$ cat config.mk
export PLATFORM = sky130hd
export DESIGN_NAME = sorted_list_union_merge_flat
export DESIGN_NICKNAME = d
export VERILOG_FILES = /design/src/design/slum_pkg.sv /design/src/design/slum_in_if.sv /design/src/design/slum_out_if.sv /design/src/design/slum_ram.sv /design/src/design/slum_ctrl.sv /design/src/design/slum_dp.sv /design/src/design/sorted_list_union_merge.sv /design/src/flat_wrapper.sv
export SDC_FILE = /design/constraint.sdc
export NUM_CORES = 1
export LEC_CHECK = 0
export BUFFER_PORTS_ARGS = -buffer_cell sky130_fd_sc_hd__buf_2
export CAP_MARGIN = 25
export CORE_ASPECT_RATIO = 1.1
export CORE_UTILIZATION = 43
export CTS_CLUSTER_DIAMETER = 120
export DETAILED_ROUTE_END_ITERATION = 10
export GPL_TIMING_DRIVEN = 0
export PLACE_DENSITY = 0.55
export SYNTH_ARGS = -nofsm -noshare
export SYNTH_HDL_FRONTEND = slang
export SYNTH_HIERARCHICAL = 1
export SYNTH_SLANG_ARGS = --single-unit
$ cat constraint.sdc
create_clock -name clk -period 6.4 [get_ports clk]
set_input_delay 0.64 -clock clk [delete_from_list [all_inputs] [get_ports clk]]
set_output_delay 0.64 -clock clk [all_outputs]
set_load 0.01 [all_outputs]
$ cat src/design/slum_pkg.sv
// Shared constants, codes and controller/datapath handshake types for the
// sorted list union merge block. No dependencies.
`default_nettype none

package slum_pkg;

	localparam int DEPTH  = 16;
	localparam int DATA_W = 32;
	localparam int KIND_W = 2;
	localparam int CNT_W  = $clog2(DEPTH + 1);
	localparam int ADDR_W = (DEPTH > 1) ? $clog2(DEPTH) : 1;

	localparam logic [KIND_W-1:0] KIND_LOAD_A = KIND_W'(0);
	localparam logic [KIND_W-1:0] KIND_LOAD_B = KIND_W'(1);
	localparam logic [KIND_W-1:0] KIND_RUN    = KIND_W'(2);

	// Commands from the controller to the datapath; at most one is high.
	typedef struct packed {
		logic load_a;
		logic load_b;
		logic start;
		logic step;
		logic emit_last;
		logic emit_empty;
	} slum_cmd_t;

	// Status from the datapath to the controller.
	typedef struct packed {
		logic both_empty;
		logic walk_done;
		logic need_emit;
		logic out_free;
	} slum_sts_t;

endpackage

`default_nettype wire

$ cat src/design/slum_in_if.sv
// Input channel of the union merge block: valid/ready plus one input word.
// Depends on slum_pkg.
`default_nettype none

interface slum_in_if;
	import slum_pkg::*;

	logic                     valid;
	logic                     ready;
	logic [KIND_W-1:0]        kind;
	logic signed [DATA_W-1:0] value;

	modport source (output valid, output kind, output value, input ready);
	modport sink   (input valid, input kind, input value, output ready);
endinterface

`default_nettype wire

$ cat src/design/slum_out_if.sv
// Output channel of the union merge block: valid/ready plus one result word.
// Depends on slum_pkg.
`default_nettype none

interface slum_out_if;
	import slum_pkg::*;

	logic                     valid;
	logic                     ready;
	logic signed [DATA_W-1:0] value_res;
	logic                     last;
	logic                     empty_res;

	modport source (output valid, output value_res, output last, output empty_res,
		input ready);
	modport sink   (input valid, input value_res, input last, input empty_res,
		output ready);
endinterface

`default_nettype wire

$ cat src/design/slum_ram.sv
// Generic single-write, single-read RAM with a registered read port.
// No dependencies.
`default_nettype none

module slum_ram #(
	parameter int WIDTH = 32,
	parameter int DEPTH = 16
) (
	input  wire logic                                      clk,
	input  wire logic                                      we,
	input  wire logic [((DEPTH > 1) ? $clog2(DEPTH) : 1)-1:0] waddr,
	input  wire logic [WIDTH-1:0]                          wdata,
	input  wire logic [((DEPTH > 1) ? $clog2(DEPTH) : 1)-1:0] raddr,
	output      logic [WIDTH-1:0]                          rdata_q
);

	logic [WIDTH-1:0] mem_q [DEPTH];

	always_ff @(posedge clk) begin
		if (we) begin
			mem_q[waddr] <= wdata;
		end
		rdata_q <= mem_q[raddr];
	end

endmodule

`default_nettype wire

$ cat src/design/slum_ctrl.sv
// Controller state machine of the union merge block: accepts input words,
// sequences the merge walk and the final result. Depends on slum_pkg.
`default_nettype none

module slum_ctrl (
	input  wire logic                      clk,
	input  wire logic                      arst_n,
	input  wire logic                      in_valid,
	input  wire logic [slum_pkg::KIND_W-1:0] in_kind,
	output      logic                      in_ready,
	input  wire slum_pkg::slum_sts_t       sts,
	output      slum_pkg::slum_cmd_t       cmd
);
	import slum_pkg::*;

	typedef enum logic [4:0] {
		ST_IDLE  = 5'b00001,
		ST_READ  = 5'b00010,
		ST_CMP   = 5'b00100,
		ST_FIN   = 5'b01000,
		ST_EMPTY = 5'b10000
	} state_t;

	state_t state_q, state_d;

	always_comb begin
		state_d  = state_q;
		cmd      = '0;
		in_ready = 1'b0;
		case (state_q)
			ST_IDLE: begin
				in_ready = 1'b1;
				if (in_valid) begin
					case (in_kind)
						KIND_LOAD_A: cmd.load_a = 1'b1;
						KIND_LOAD_B: cmd.load_b = 1'b1;
						KIND_RUN: begin
							cmd.start = 1'b1;
							state_d   = sts.both_empty ? ST_EMPTY : ST_READ;
						end
						default: ;
					endcase
				end
			end
			// The store read is registered; data for the current pointers is valid in ST_CMP.
			ST_READ: begin
				state_d = sts.walk_done ? ST_FIN : ST_CMP;
			end
			ST_CMP: begin
				if (!sts.need_emit || sts.out_free) begin
					cmd.step = 1'b1;
					state_d  = ST_READ;
				end
			end
			ST_FIN: begin
				if (sts.out_free) begin
					cmd.emit_last = 1'b1;
					state_d       = ST_IDLE;
				end
			end
			ST_EMPTY: begin
				if (sts.out_free) begin
					cmd.emit_empty = 1'b1;
					state_d        = ST_IDLE;
				end
			end
			default: state_d = ST_IDLE;
		endcase
	end

	always_ff @(posedge clk or negedge arst_n) begin
		if (!arst_n) begin
			state_q <= ST_IDLE;
		end else begin
			state_q <= state_d;
		end
	end

endmodule

`default_nettype wire

$ cat src/design/slum_dp.sv
// Datapath of the union merge block: list stores, counts, merge pointers,
// the pending result and the output register. Depends on slum_pkg, slum_ram.
`default_nettype none

module slum_dp (
	input  wire logic                            clk,
	input  wire logic                            arst_n,
	input  wire slum_pkg::slum_cmd_t             cmd,
	input  wire logic signed [slum_pkg::DATA_W-1:0] in_value,
	output      slum_pkg::slum_sts_t             sts,
	input  wire logic                            out_ready,
	output      logic                            out_valid,
	output      logic signed [slum_pkg::DATA_W-1:0] out_value,
	output      logic                            out_last,
	output      logic                            out_empty
);
	import slum_pkg::*;

	logic [CNT_W-1:0]         cnt_a_q, cnt_b_q;
	logic [CNT_W-1:0]         ptr_a_q, ptr_b_q;
	logic signed [DATA_W-1:0] pend_q;
	logic                     have_q;
	logic                     out_valid_q;
	logic signed [DATA_W-1:0] out_value_q;
	logic                     out_last_q;
	logic                     out_empty_q;

	logic [DATA_W-1:0]        rd_a, rd_b;
	logic signed [DATA_W-1:0] x, y, cand;
	logic                     a_full, b_full, a_has, b_has;
	logic                     x_lt_y, y_lt_x, take_a, take_b, is_new;
	logic                     out_free, out_load;

	slum_ram #(.WIDTH(DATA_W), .DEPTH(DEPTH)) u_ram_a (
		.clk    (clk),
		.we     (cmd.load_a && !a_full),
		.waddr  (cnt_a_q[ADDR_W-1:0]),
		.wdata  (in_value),
		.raddr  (ptr_a_q[ADDR_W-1:0]),
		.rdata_q(rd_a)
	);

	slum_ram #(.WIDTH(DATA_W), .DEPTH(DEPTH)) u_ram_b (
		.clk    (clk),
		.we     (cmd.load_b && !b_full),
		.waddr  (cnt_b_q[ADDR_W-1:0]),
		.wdata  (in_value),
		.raddr  (ptr_b_q[ADDR_W-1:0]),
		.rdata_q(rd_b)
	);

	always_comb begin
		a_full = (cnt_a_q == CNT_W'(DEPTH));
		b_full = (cnt_b_q == CNT_W'(DEPTH));
		a_has  = (ptr_a_q < cnt_a_q);
		b_has  = (ptr_b_q < cnt_b_q);
		x      = rd_a;
		y      = rd_b;
		x_lt_y = (x < y);
		y_lt_x = (y < x);
		// On equal heads both pointers advance and one copy is kept.
		take_a = a_has && (!b_has || !y_lt_x);
		take_b = b_has && (!a_has || !x_lt_y);
		cand   = take_a ? x : y;
		is_new = !have_q || (cand != pend_q);
		out_free = !out_valid_q || out_ready;
		out_load = (cmd.step && have_q && (cand != pend_q)) || cmd.emit_last
			|| cmd.emit_empty;

		sts.both_empty = (cnt_a_q == '0) && (cnt_b_q == '0);
		sts.walk_done  = !a_has && !b_has;
		sts.need_emit  = have_q && (cand != pend_q);
		sts.out_free   = out_free;
	end

	always_ff @(posedge clk or negedge arst_n) begin
		if (!arst_n) begin
			cnt_a_q     <= '0;
			cnt_b_q     <= '0;
			ptr_a_q     <= '0;
			ptr_b_q     <= '0;
			have_q      <= 1'b0;
			out_valid_q <= 1'b0;
		end else begin
			if (cmd.load_a && !a_full) begin
				cnt_a_q <= cnt_a_q + CNT_W'(1);
			end
			if (cmd.load_b && !b_full) begin
				cnt_b_q <= cnt_b_q + CNT_W'(1);
			end
			if (cmd.emit_last) begin
				cnt_a_q <= '0;
				cnt_b_q <= '0;
			end
			if (cmd.start) begin
				ptr_a_q <= '0;
				ptr_b_q <= '0;
				have_q  <= 1'b0;
			end
			if (cmd.step) begin
				if (take_a) begin
					ptr_a_q <= ptr_a_q + CNT_W'(1);
				end
				if (take_b) begin
					ptr_b_q <= ptr_b_q + CNT_W'(1);
				end
				if (is_new) begin
					have_q <= 1'b1;
				end
			end
			if (out_load) begin
				out_valid_q <= 1'b1;
			end else if (out_ready) begin
				out_valid_q <= 1'b0;
			end
		end
	end

	always_ff @(posedge clk) begin
		if (cmd.step && is_new) begin
			pend_q <= cand;
		end
		if (cmd.emit_empty) begin
			out_value_q <= '0;
			out_last_q  <= 1'b1;
			out_empty_q <= 1'b1;
		end else if (out_load) begin
			out_value_q <= pend_q;
			out_last_q  <= cmd.emit_last;
			out_empty_q <= 1'b0;
		end
	end

	assign out_valid = out_valid_q;
	assign out_value = out_value_q;
	assign out_last  = out_last_q;
	assign out_empty = out_empty_q;

endmodule

`default_nettype wire

$ cat src/design/sorted_list_union_merge.sv
// Top level of the sorted list union merge block.
// Depends on slum_pkg, slum_in_if, slum_out_if, slum_ctrl, slum_dp.
//
// Usage: the input channel carries one word per handshake with a kind and
// a value. Kind LOAD_A and LOAD_B append the value to list A or list B;
// loads stream at one word per cycle while no run is in progress. A load
// into a full list (DEPTH entries) is dropped, and kind 3 is ignored.
// A RUN word merges both lists, which should be ascending, and sends every
// distinct value once, in ascending order, on the output channel, with last
// set on the final word. If both lists are empty, one word with empty_res
// and last set and value_res zero is sent. The counts clear after the run.
// Each step of the merge walk is a registered read of the two list stores
// and then a compare, and input ready stays low while a run is in progress.
// A result leaves when the next distinct value is found, or at the end of
// the walk for the last one. Output stalls hold the walk at the compare.
// Reset clears the counts, pointers and control state; the store contents
// are undefined until loaded. The output is registered, so a waiting result
// never blocks loading of the next lists.
`default_nettype none

module sorted_list_union_merge (
	input wire logic   clk,
	input wire logic   arst_n,
	slum_in_if.sink    items,
	slum_out_if.source results
);
	import slum_pkg::*;

	slum_cmd_t cmd;
	slum_sts_t sts;

	// Sequencing of loads, the merge walk and result emission.
	slum_ctrl u_ctrl (
		.clk     (clk),
		.arst_n  (arst_n),
		.in_valid(items.valid),
		.in_kind (items.kind),
		.in_ready(items.ready),
		.sts     (sts),
		.cmd     (cmd)
	);

	// Stores, pointers, dedup register and output register.
	slum_dp u_dp (
		.clk      (clk),
		.arst_n   (arst_n),
		.cmd      (cmd),
		.in_value (items.value),
		.sts      (sts),
		.out_ready(results.ready),
		.out_valid(results.valid),
		.out_value(results.value_res),
		.out_last (results.last),
		.out_empty(results.empty_res)
	);

`ifndef ASSERT_OFF
	// The controller never issues two datapath commands at once.
	a_cmd_onehot: assert property (@(posedge clk) disable iff (!arst_n)
		$onehot0(cmd))
		else $error("more than one datapath command in one cycle");

	// An accepted run makes the block busy in the next cycle.
	a_run_busy: assert property (@(posedge clk) disable iff (!arst_n)
		(items.valid && items.ready && (items.kind == KIND_RUN)) |=> !items.ready)
		else $error("input still ready after a run was accepted");

	// The empty marker only appears on the final word of a run.
	a_empty_last: assert property (@(posedge clk) disable iff (!arst_n)
		(results.valid && results.empty_res) |-> results.last)
		else $error("empty result without last");
`endif

endmodule

`default_nettype wire

$ cat src/flat_wrapper.sv
// flat-port wrapper written by rule: the top's interface ports become plain ports
module sorted_list_union_merge_flat import slum_pkg::*;
  (clk, arst_n, items_valid, items_kind, items_value, items_ready, results_valid, results_value_res, results_last, results_empty_res, results_ready);
  slum_in_if items_i ();
  slum_out_if results_i ();
  input wire logic clk;
  input wire logic arst_n;
  input wire logic [$bits(items_i.valid)-1:0] items_valid;
  input wire logic [$bits(items_i.kind)-1:0] items_kind;
  input wire logic [$bits(items_i.value)-1:0] items_value;
  output wire logic [$bits(items_i.ready)-1:0] items_ready;
  output wire logic [$bits(results_i.valid)-1:0] results_valid;
  output wire logic [$bits(results_i.value_res)-1:0] results_value_res;
  output wire logic [$bits(results_i.last)-1:0] results_last;
  output wire logic [$bits(results_i.empty_res)-1:0] results_empty_res;
  input wire logic [$bits(results_i.ready)-1:0] results_ready;
  assign items_i.valid = items_valid;
  assign items_i.kind = items_kind;
  assign items_i.value = items_value;
  assign items_ready = items_i.ready;
  assign results_valid = results_i.valid;
  assign results_value_res = results_i.value_res;
  assign results_last = results_i.last;
  assign results_empty_res = results_i.empty_res;
  assign results_i.ready = results_ready;
  sorted_list_union_merge u_core (.clk(clk), .arst_n(arst_n), .items(items_i), .results(results_i));
endmodule
==> results of run 1 <==
## synth_stat cells, types with 16 or more instances
cell type	instances	area, um2
buf_1	18	67.6
clkbuf_1	48	180
o21ai_0	16	80.1
dfrtp_1	26	651
a22oi_1	129	968
buf_4	21	158
nor2_1	48	180
xor2_1	23	201
inv_1	56	210
mux2_2	26	293
xnor2_1	33	289
mux4_2	256	5770
ha_1	46	576
nand2_1	91	342
dfxtp_1	98	1960
a21oi_1	21	105
edfxtp_1	1056	31700
nand4_1	17	106
nand2b_1	72	450
mux2i_1	34	340
## report_power, final
part | internal, mW | switching, mW | total, mW
registers | 8.88 | 0.571 | 9.45
logic | 1.82 | 2.18 | 4.00
clock network | 3.92 | 2.92 | 6.85
total | 14.6 | 5.67 | 20.3
## final cells by class
| class | count | area share (%) |
|---|---|---|
| clock buffer | 149 | 6.01 |
| timing repair buffer | 135 | 2.59 |
| sequential | 1181 | 64.8 |
| antenna | 4 | 0.0189 |
| buffer | 105 | 1.01 |
| inverter | 56 | 0.396 |
| tap | 1397 | 3.30 |
| multi-input combinational | 951 | 20.7 |
| clock inverter | 74 | 1.25 |
## worst max-delay path, delay by kind of cell, from the launching register on
family / cells / cell delay, ns
AND/OR/NAND/NOR: 6 / 1.87
AO/OA/AOI/OAI: 5 / 1.13
buffers and inverters: 4 / 0.94
flip-flops: 1 / 0.45
adder cells (fa/ha/maj): 1 / 0.42
## kinds of logic (layout without fill, tap and decap cells)
family | Yosys count | count (layout) | share of synthesized area, %
buf+inv | 161 | 519 | 1.63
other cells | 0 | 4 | 0
simple gates | 312 | 312 | 3.56
fa+ha+maj | 46 | 46 | 1.26
xor+xnor | 56 | 56 | 1.07
flops | 1181 | 1181 | 74.9
mux | 316 | 316 | 14.0
compound gates | 221 | 221 | 3.57
## sequential cells by signal, summed over array words and instances, names as in the netlist, 5 cells and up
signal	count
u_core/u_dp/u_ram_a/mem_q	512
u_core/u_dp/u_ram_b/mem_q	512
u_core/u_dp/out_value	32
u_core/u_dp/pend_q	32
u_core/u_dp/u_ram_a/rdata_q	32
u_core/u_dp/u_ram_b/rdata_q	32
u_core/u_ctrl/state_q	5
u_core/u_dp/cnt_a_q	5
u_core/u_dp/cnt_b_q	5
u_core/u_dp/ptr_a_q	5
u_core/u_dp/ptr_b_q	5
## metal layers
metal	part of all wire [%]	routed length (um)	vias up	GRT usage [%]
met2	50	59200	719	37.8
li1	-	-	9879	-
met4	3.3	3970	0	8.26
met5	0	0	-	0
met3	5.1	6090	207	3.00
met1	42	50100	12400	29.9
## path summary, 6_finish.rpt
path,end,start,cells past startpoint,slack (ns)
min in group asynchronous,u_core/u_dp/out_valid$_DFFE_PN0P_,arst_n,2,0.49
min reg2reg,u_core/u_dp/out_empty$_SDFFE_PP1P_,u_core/u_dp/out_empty$_SDFFE_PP1P_,1,0.46
max in group asynchronous,u_core/u_dp/ptr_b_q[2]$_DFF_PN0_,arst_n,2,5.48
min,u_core/u_dp/out_valid$_DFFE_PN0P_,results_ready,3,0.26
max,u_core/u_dp/pend_q[10]$_DFFE_PP_,u_core/u_dp/u_ram_a/rdata_q[31]$_DFF_P_,16,1.25
max reg2reg,u_core/u_dp/pend_q[10]$_DFFE_PP_,u_core/u_dp/u_ram_a/rdata_q[31]$_DFF_P_,16,1.25
## layout by cell type (no fill, tap or decap), types with 25 or more instances in the layout
cell type  instances
clkbuf_16        119
buf_4             25
nand2b_1          72
xnor2_1           33
mux2_2            26
buf_6             28
mux2i_1           34
nor2_4            25
inv_1             56
nand2_1           91
buf_2             86
ha_1              46
mux4_2           256
dfxtp_1           98
dfrtp_1           26
a22oi_1          129
edfxtp_1        1056
clkbuf_1          68
clkinv_2          28
==> impl_metrics.sql, run 1 <==
INSERT INTO impl_metrics (metric_group, metric, value, unit) VALUES
('timing', 'drv_slew', '0', ''),
('place', 'place.detailed.instances', '3824', ''),
('synthesis', 'fraction_of_synthesis_flops_using_an_asynchronous_set_or_reset_pin', '2.29', '%'),
('critical_path', 'arrival', '5.55', 'ns'),
('critical_path', 'crit_path_cell_trace', 'inv_1 -> ha_1 -> nand4_1 -> nor4_2 -> a22oi_1 -> a21oi_1 -> a21o_2 -> nor3_1 -> or3_4 -> a21oi_1 -> nor2_1 -> a21oi_1 -> clkbuf_1 -> inv_1 -> nor2_4 -> buf_16', ''),
('die', 'die_area', '108000', 'um2'),
('cts', 'ctsResizeCount', '0', ''),
('critical_path', 'crit_slowest_cell', 'nor4_2', ''),
('cells_and_area', 'instances_no_fill', '4052', ''),
('cts', 'clock_sinks', '1181', ''),
('power', 'p_per_area', '383', 'nW/um2'),
('hold_path', 'hold_path.class', 'primary input to register', ''),
('grt', 'global_route_wire_length_before_repair', '172000', 'um'),
('power', 'p_leak', '17.4', 'nW'),
('synthesis', 'synth.cell_area', '45800', 'um2'),
('place', 'finalWeightedCongestion', '0.930', ''),
('drt', 'drtAntennaViolNets', '0', ''),
('outcome', 'result_of_the_run', 'completed', ''),
('grt', 'grt_usage', '22.4', '%'),
('drt', 'wl_per_cell', '29.5', 'um'),
('drt', 'totalWireLength', '119000', 'um'),
('critical_path', 'worstSetupEndpointType', 'register', ''),
('die', 'start_util', '43.4', '%'),
('cells_and_area', 'number_of_filler_cells_placed_in_the_layout', '8534', ''),
('synthesis', 'post_synth.cell_area_avg', '20.0', 'um2'),
('cells_and_area', 'syn_to_final_growth', '15.7', '%'),
('synthesis', 'synth_edf_count', '1056', ''),
('cts', 'clock_latency', '0.70', 'ns'),
('timing', 'setup_ws', '1.25', 'ns'),
('cts', 'clock_path_buffers', '3', ''),
('cells_and_area', 'multi_input_comb_area', '11000', 'um2'),
('power', 'irDropWorstVdd', '0.000197', 'V'),
('place', 'post_dp_cell_area', '49200', 'um2'),
('cts', 'holdBufCountCts', '1', ''),
('timing', 'finalSetupViolations', '0', ''),
('timing', 'final_period_minus_worst_setup_slack', '5.15', 'ns'),
('critical_path', 'timing.critical_path.mode_cell', 'a21oi_1', ''),
('cts', 'htreeDepth', '3', ''),
('cells_and_area', 'final_core_util', '50.2', '%'),
('power', 'finalPower', '20.3', 'mW'),
('die', 'horizontal_die_dimension', '313', 'um'),
('die', 'die_y', '344', 'um'),
('timing', 'timing.fmax', '194', 'MHz'),
('cells_and_area', 'nNetsFinal', '2631', ''),
('timing', 'slew-limit-headroom', '22.8', '%'),
('cts', 'cts-buffers-inserted', '117', ''),
('critical_path', 'critical_path_required', '6.80', 'ns'),
('place', 'port_buffers', '73', ''),
('critical_path', 'setup.worst_path.class', 'register to register', ''),
('timing', 'worstMarginPinSlew', '1.16', 'ns'),
('timing', 'final_min_period_over_clock_period', '80.5', '%'),
('die', 'pin_count', '74', ''),
('timing', 'hold-worst-slack', '0.257', 'ns'),
('die', 'design.core.area', '106000', 'um2'),
('critical_path', 'crit_fanout', '20', ''),
('drt', 'first_pass_iters', '6', ''),
('synthesis', 'ys_ff_latch', '1181', ''),
('synthesis', 'yosysWarningCount', '6', ''),
('timing', 'finalHoldViolations', '0', ''),
('synthesis', 'ys_types', '72', ''),
('critical_path', 'critical_path.max_stage_delay', '0.57', 'ns'),
('run', 'maxCapViolCount', '0', ''),
('cts', 'cts_tree', 'built', ''),
('synthesis', 'ys_seq_area_share', '74.9', '%'),
('drt', 'drt_iter0_drc', '2026', ''),
('synthesis', 'syn_nets', '2377', ''),
('grt', 'grt_max_degree', '33', ''),
('drt', 'viasPerCell', '5.73', ''),
('cells_and_area', 'layout.cell_area.non_filler', '53000', 'um2'),
('die', 'row_count', '125', ''),
('synthesis', 'synth_cells', '2293', '');
No activity file was read; power rests on OpenSTA's default activity.
==> inputs of run 2 (changes only) <==
- PLACE_DENSITY: 0.55 -> 0.57
- clock period: 6.4 -> 4.41 ns (I/O delays scaled with it)
==> impl_metrics.sql, run 2 (synthesis results as in run 1) <==
INSERT INTO impl_metrics (metric_group, metric, value, unit) VALUES
('outcome', 'result_of_the_run', 'completed', ''),
('critical_path', 'critical_path.max_stage_delay', '0.43', 'ns'),
('cts', 'htreeDepth', '3', ''),
('timing', 'sum_of_negative_setup_slack', '0', 'ns'),
('timing', 'finalSetupViolations', '0', ''),
('timing', 'slew-limit-headroom', '27.5', '%'),
('drt', 'first_pass_iters', '5', ''),
('grt', 'grt_max_degree', '33', ''),
('die', 'die_area', '108000', 'um2'),
('power', 'p_per_area', '553', 'nW/um2'),
('place', 'port_buffers', '73', ''),
('timing', 'worst_clock_skew', '0.0267', 'ns'),
('hold_path', 'hold_path.class', 'primary input to register', ''),
('drt', 'highest-signal-layer', 'met5', ''),
('cells_and_area', 'nNetsFinal', '2628', ''),
('cts', 'cts_tree', 'built', ''),
('drt', 'm1WireLength', '48800', 'um'),
('critical_path', 'critical_path.endpoint', 'u_core/u_dp/out_value[17]$_SDFFE_PP0P_', ''),
('critical_path', 'timing.critical_path.mode_cell', 'a21oi_1', ''),
('drt', 'wl_per_cell', '29.3', 'um'),
('critical_path', 'startpoint_type', 'register', ''),
('critical_path', 'crit_fanout', '10', ''),
('cts', 'clock_sinks', '1181', ''),
('critical_path', 'critical_path_required', '5.03', 'ns'),
('drt', 'route.vias.total', '23400', ''),
('timing', 'drv_slew', '0', ''),
('die', 'horizontal_die_dimension', '313', 'um'),
('critical_path', 'worstSetupEndpointType', 'register', ''),
('die', 'design.core.area', '106000', 'um2'),
('critical_path', 'worst-path-stages', '18', ''),
('timing', 'timing.fmax', '234', 'MHz'),
('place', 'pre_cts_slack', '-0.640', 'ns'),
('grt', 'overflow', '0', ''),
('cells_and_area', 'drive_above_1_share', '26.8', '%'),
('cells_and_area', 'syn_to_final_growth', '16.5', '%'),
('die', 'row_count', '125', ''),
('critical_path', 'worst_setup_path_startpoint', 'u_core/u_dp/u_ram_a/rdata_q[31]$_DFF_P_', ''),
('drt', 'drt_drc_violations_left', '0', ''),
('critical_path', 'r2r.worst_path.cells', '18', ''),
('cts', 'clock_latency', '0.70', 'ns'),
('cells_and_area', 'instances_no_fill', '4050', ''),
('drt', 'viasPerCell', '5.77', ''),
('grt', 'grt_pass1_vias', '24000', ''),
('critical_path', 'cp.buffers_inverters', '4', ''),
('cells_and_area', 'number_of_filler_cells_placed_in_the_layout', '8386', ''),
('drt', 'drtAntennaViolNets', '0', ''),
('timing', 'final_period_minus_worst_setup_slack', '4.27', 'ns'),
('drt', 'totalWireLength', '119000', 'um'),
('power', 'p_leak', '17.5', 'nW'),
('critical_path', 'setup.worst_path.class', 'register to register', ''),
('place', 'dp_hpwl', '79200', 'um'),
('cells_and_area', 'biggest_registers_after_layout', 'u_core/u_dp/u_ram_a/mem_q x512, u_core/u_dp/u_ram_b/mem_q x512', ''),
('cts', 'clock_path_buffers', '3', ''),
('cts', 'clockRootBuffer', 'clkbuf_16', ''),
('critical_path', 'arrival', '4.89', 'ns'),
('grt', 'antenna_found_initial', '7', ''),
('die', 'die_y', '344', 'um'),
('drt', 'met2_wirelength_from_detailed_routing', '59800', 'um'),
('grt', 'grt_usage', '22.3', '%'),
('place', 'finalWeightedCongestion', '0.925', ''),
('critical_path', 'critical_path.top_delay_family', 'compound AO/OA/AOI/OAI gates', ''),
('cts', 'cts-buffers-inserted', '114', ''),
('power', 'irDropWorstVdd', '0.000332', 'V'),
('drt', 'drt_iter0_drc', '2281', ''),
('place', 'place.detailed.instances', '3809', ''),
('die', 'start_util', '43.4', '%'),
('cells_and_area', 'commonest_non_fill_non_tap_cell_in_the_layout', 'edfxtp_1', ''),
('timing', 'finalHoldViolations', '0', ''),
('timing', 'final_min_period_over_clock_period', '96.8', '%'),
('critical_path', 'crit_path_cell_trace', 'inv_1 -> ha_1 -> nand4_1 -> nor4_4 -> a22oi_2 -> a21oi_2 -> a21o_2 -> nor3_2 -> or3_4 -> a21oi_1 -> nor2_2 -> a21oi_1 -> clkbuf_4 -> a41o_1 -> a41oi_4 -> buf_4 -> buf_12 -> mux2i_1', ''),
('critical_path', 'r2r_endpoint', 'u_core/u_dp/out_value[17]$_SDFFE_PP0P_', ''),
('timing', 'worstMarginPinSlew', '1.09', 'ns'),
('critical_path', 'crit_slowest_cell', 'dfxtp_1', ''),
('timing', 'setup_ws', '0.139', 'ns'),
('cells_and_area', 'mostFrequentLayoutCells', 'edfxtp_1, mux4_2, a22oi_1', ''),
('critical_path', 'timing.rr.start', 'u_core/u_dp/u_ram_a/rdata_q[31]$_DFF_P_', ''),
('die', 'pin_count', '74', ''),
('grt', 'global_route_wire_length_before_repair', '171000', 'um'),
('run', 'maxCapViolCount', '0', ''),
('cts', 'path_clk_slew', '0.06', 'ns'),
('critical_path', 'worst-r2r-setup-slack', '0.14', 'ns'),
('drt', 'met3WireLength', '6880', 'um');
## run 2: cell types whose count changed in the layout (fill, tap and decap cells not counted), sizes merged
cell / previous run / this run
clkinvlp: 7 / 5
clkinv: 54 / 46
inv: 59 / 60
bufinv: 10 / 9
clkbuf: 197 / 202
diode: 4 / 7
## run 2: worst min-delay path by stage
stage / start / slack [ns] / cells past startpoint / endpoint
floorplan: arst_n / 0.15 / 0 / u_core/u_ctrl/state_q[1]$_DFFE_PN0P_
global placement: u_core/u_dp/out_empty$_SDFFE_PP1P_ / 0.44 / 1 / u_core/u_dp/out_empty$_SDFFE_PP1P_
detailed placement: u_core/u_dp/out_empty$_SDFFE_PP1P_ / 0.45 / 1 / u_core/u_dp/out_empty$_SDFFE_PP1P_
CTS: results_ready / 0.01 / 3 / u_core/u_dp/out_valid$_DFFE_PN0P_
global route: items_kind[1] / 0.11 / 3 / u_core/u_ctrl/state_q[1]$_DFFE_PN0P_
finish: results_ready / 0.07 / 3 / u_core/u_dp/out_valid$_DFFE_PN0P_
## run 2: power by group
group	switching, mW	internal (mW)	leakage (nW)
Combinational	3.24	2.69	4.93
Sequential	0.814	12.9	10.7
Clock	4.18	5.69	1.89
Total	8.24	21.3	17.5
## run 2: layout make-up
class / count / area, um2 / share of cell area (%)
flip-flops and latches: 1181 / 34400 / 64.4
clock buffers: 154 / 3240 / 6.07
plain buffers: 105 / 547 / 1.02
multi-input cells: 951 / 11100 / 20.8
well taps: 1397 / 1750 / 3.28
inverters: 56 / 210 / 0.394
repair buffers: 135 / 1560 / 2.92
diodes: 7 / 17.5 / 0.0328
clock inverters: 64 / 604 / 1.13
## run 2: metal layers
metal	up-vias	track usage, %
li1	9881	-
met3	183	2.92
met4	4	7.02
met2	802	37.9
met1	12500	30.1
met5	-	0
## run 2: timing repair
item,in CTS,in global routing
hold buffers,1,0
gates resized for setup,7,24
setup buffers,7,7
endpoints found under the setup margin,116,111
endpoints found under the hold margin,26,0
pin swaps,3,9
## run 2: through the flow
stage	hold slack (ns)	utilization [%]	instance area, um2	power (mW)
3_3_place_gp	0.443	45.5	48000	19.5
6_report	0.0688	50.6	53400	29.5
4_1_cts	0.0142	50.4	53200	29.7
5_1_grt	0.115	50.5	53400	30.6
2_1_floorplan	0.145	-	45900	17.5
3_5_place_dp	0.453	46.7	49300	19.8
## run 2: worst reg2reg max path: stages (launching register included)
cell	delay (ns)
dfxtp_1	0.43
inv_1	0.12
ha_1	0.43
nand4_1	0.26
nor4_4	0.33
a22oi_2	0.13
a21oi_2	0.24
a21o_2	0.20
nor3_2	0.06
or3_4	0.40
a21oi_1	0.26
nor2_2	0.10
a21oi_1	0.20
clkbuf_4	0.25
a41o_1	0.22
a41oi_4	0.04
buf_4	0.18
buf_12	0.16
mux2i_1	0.18
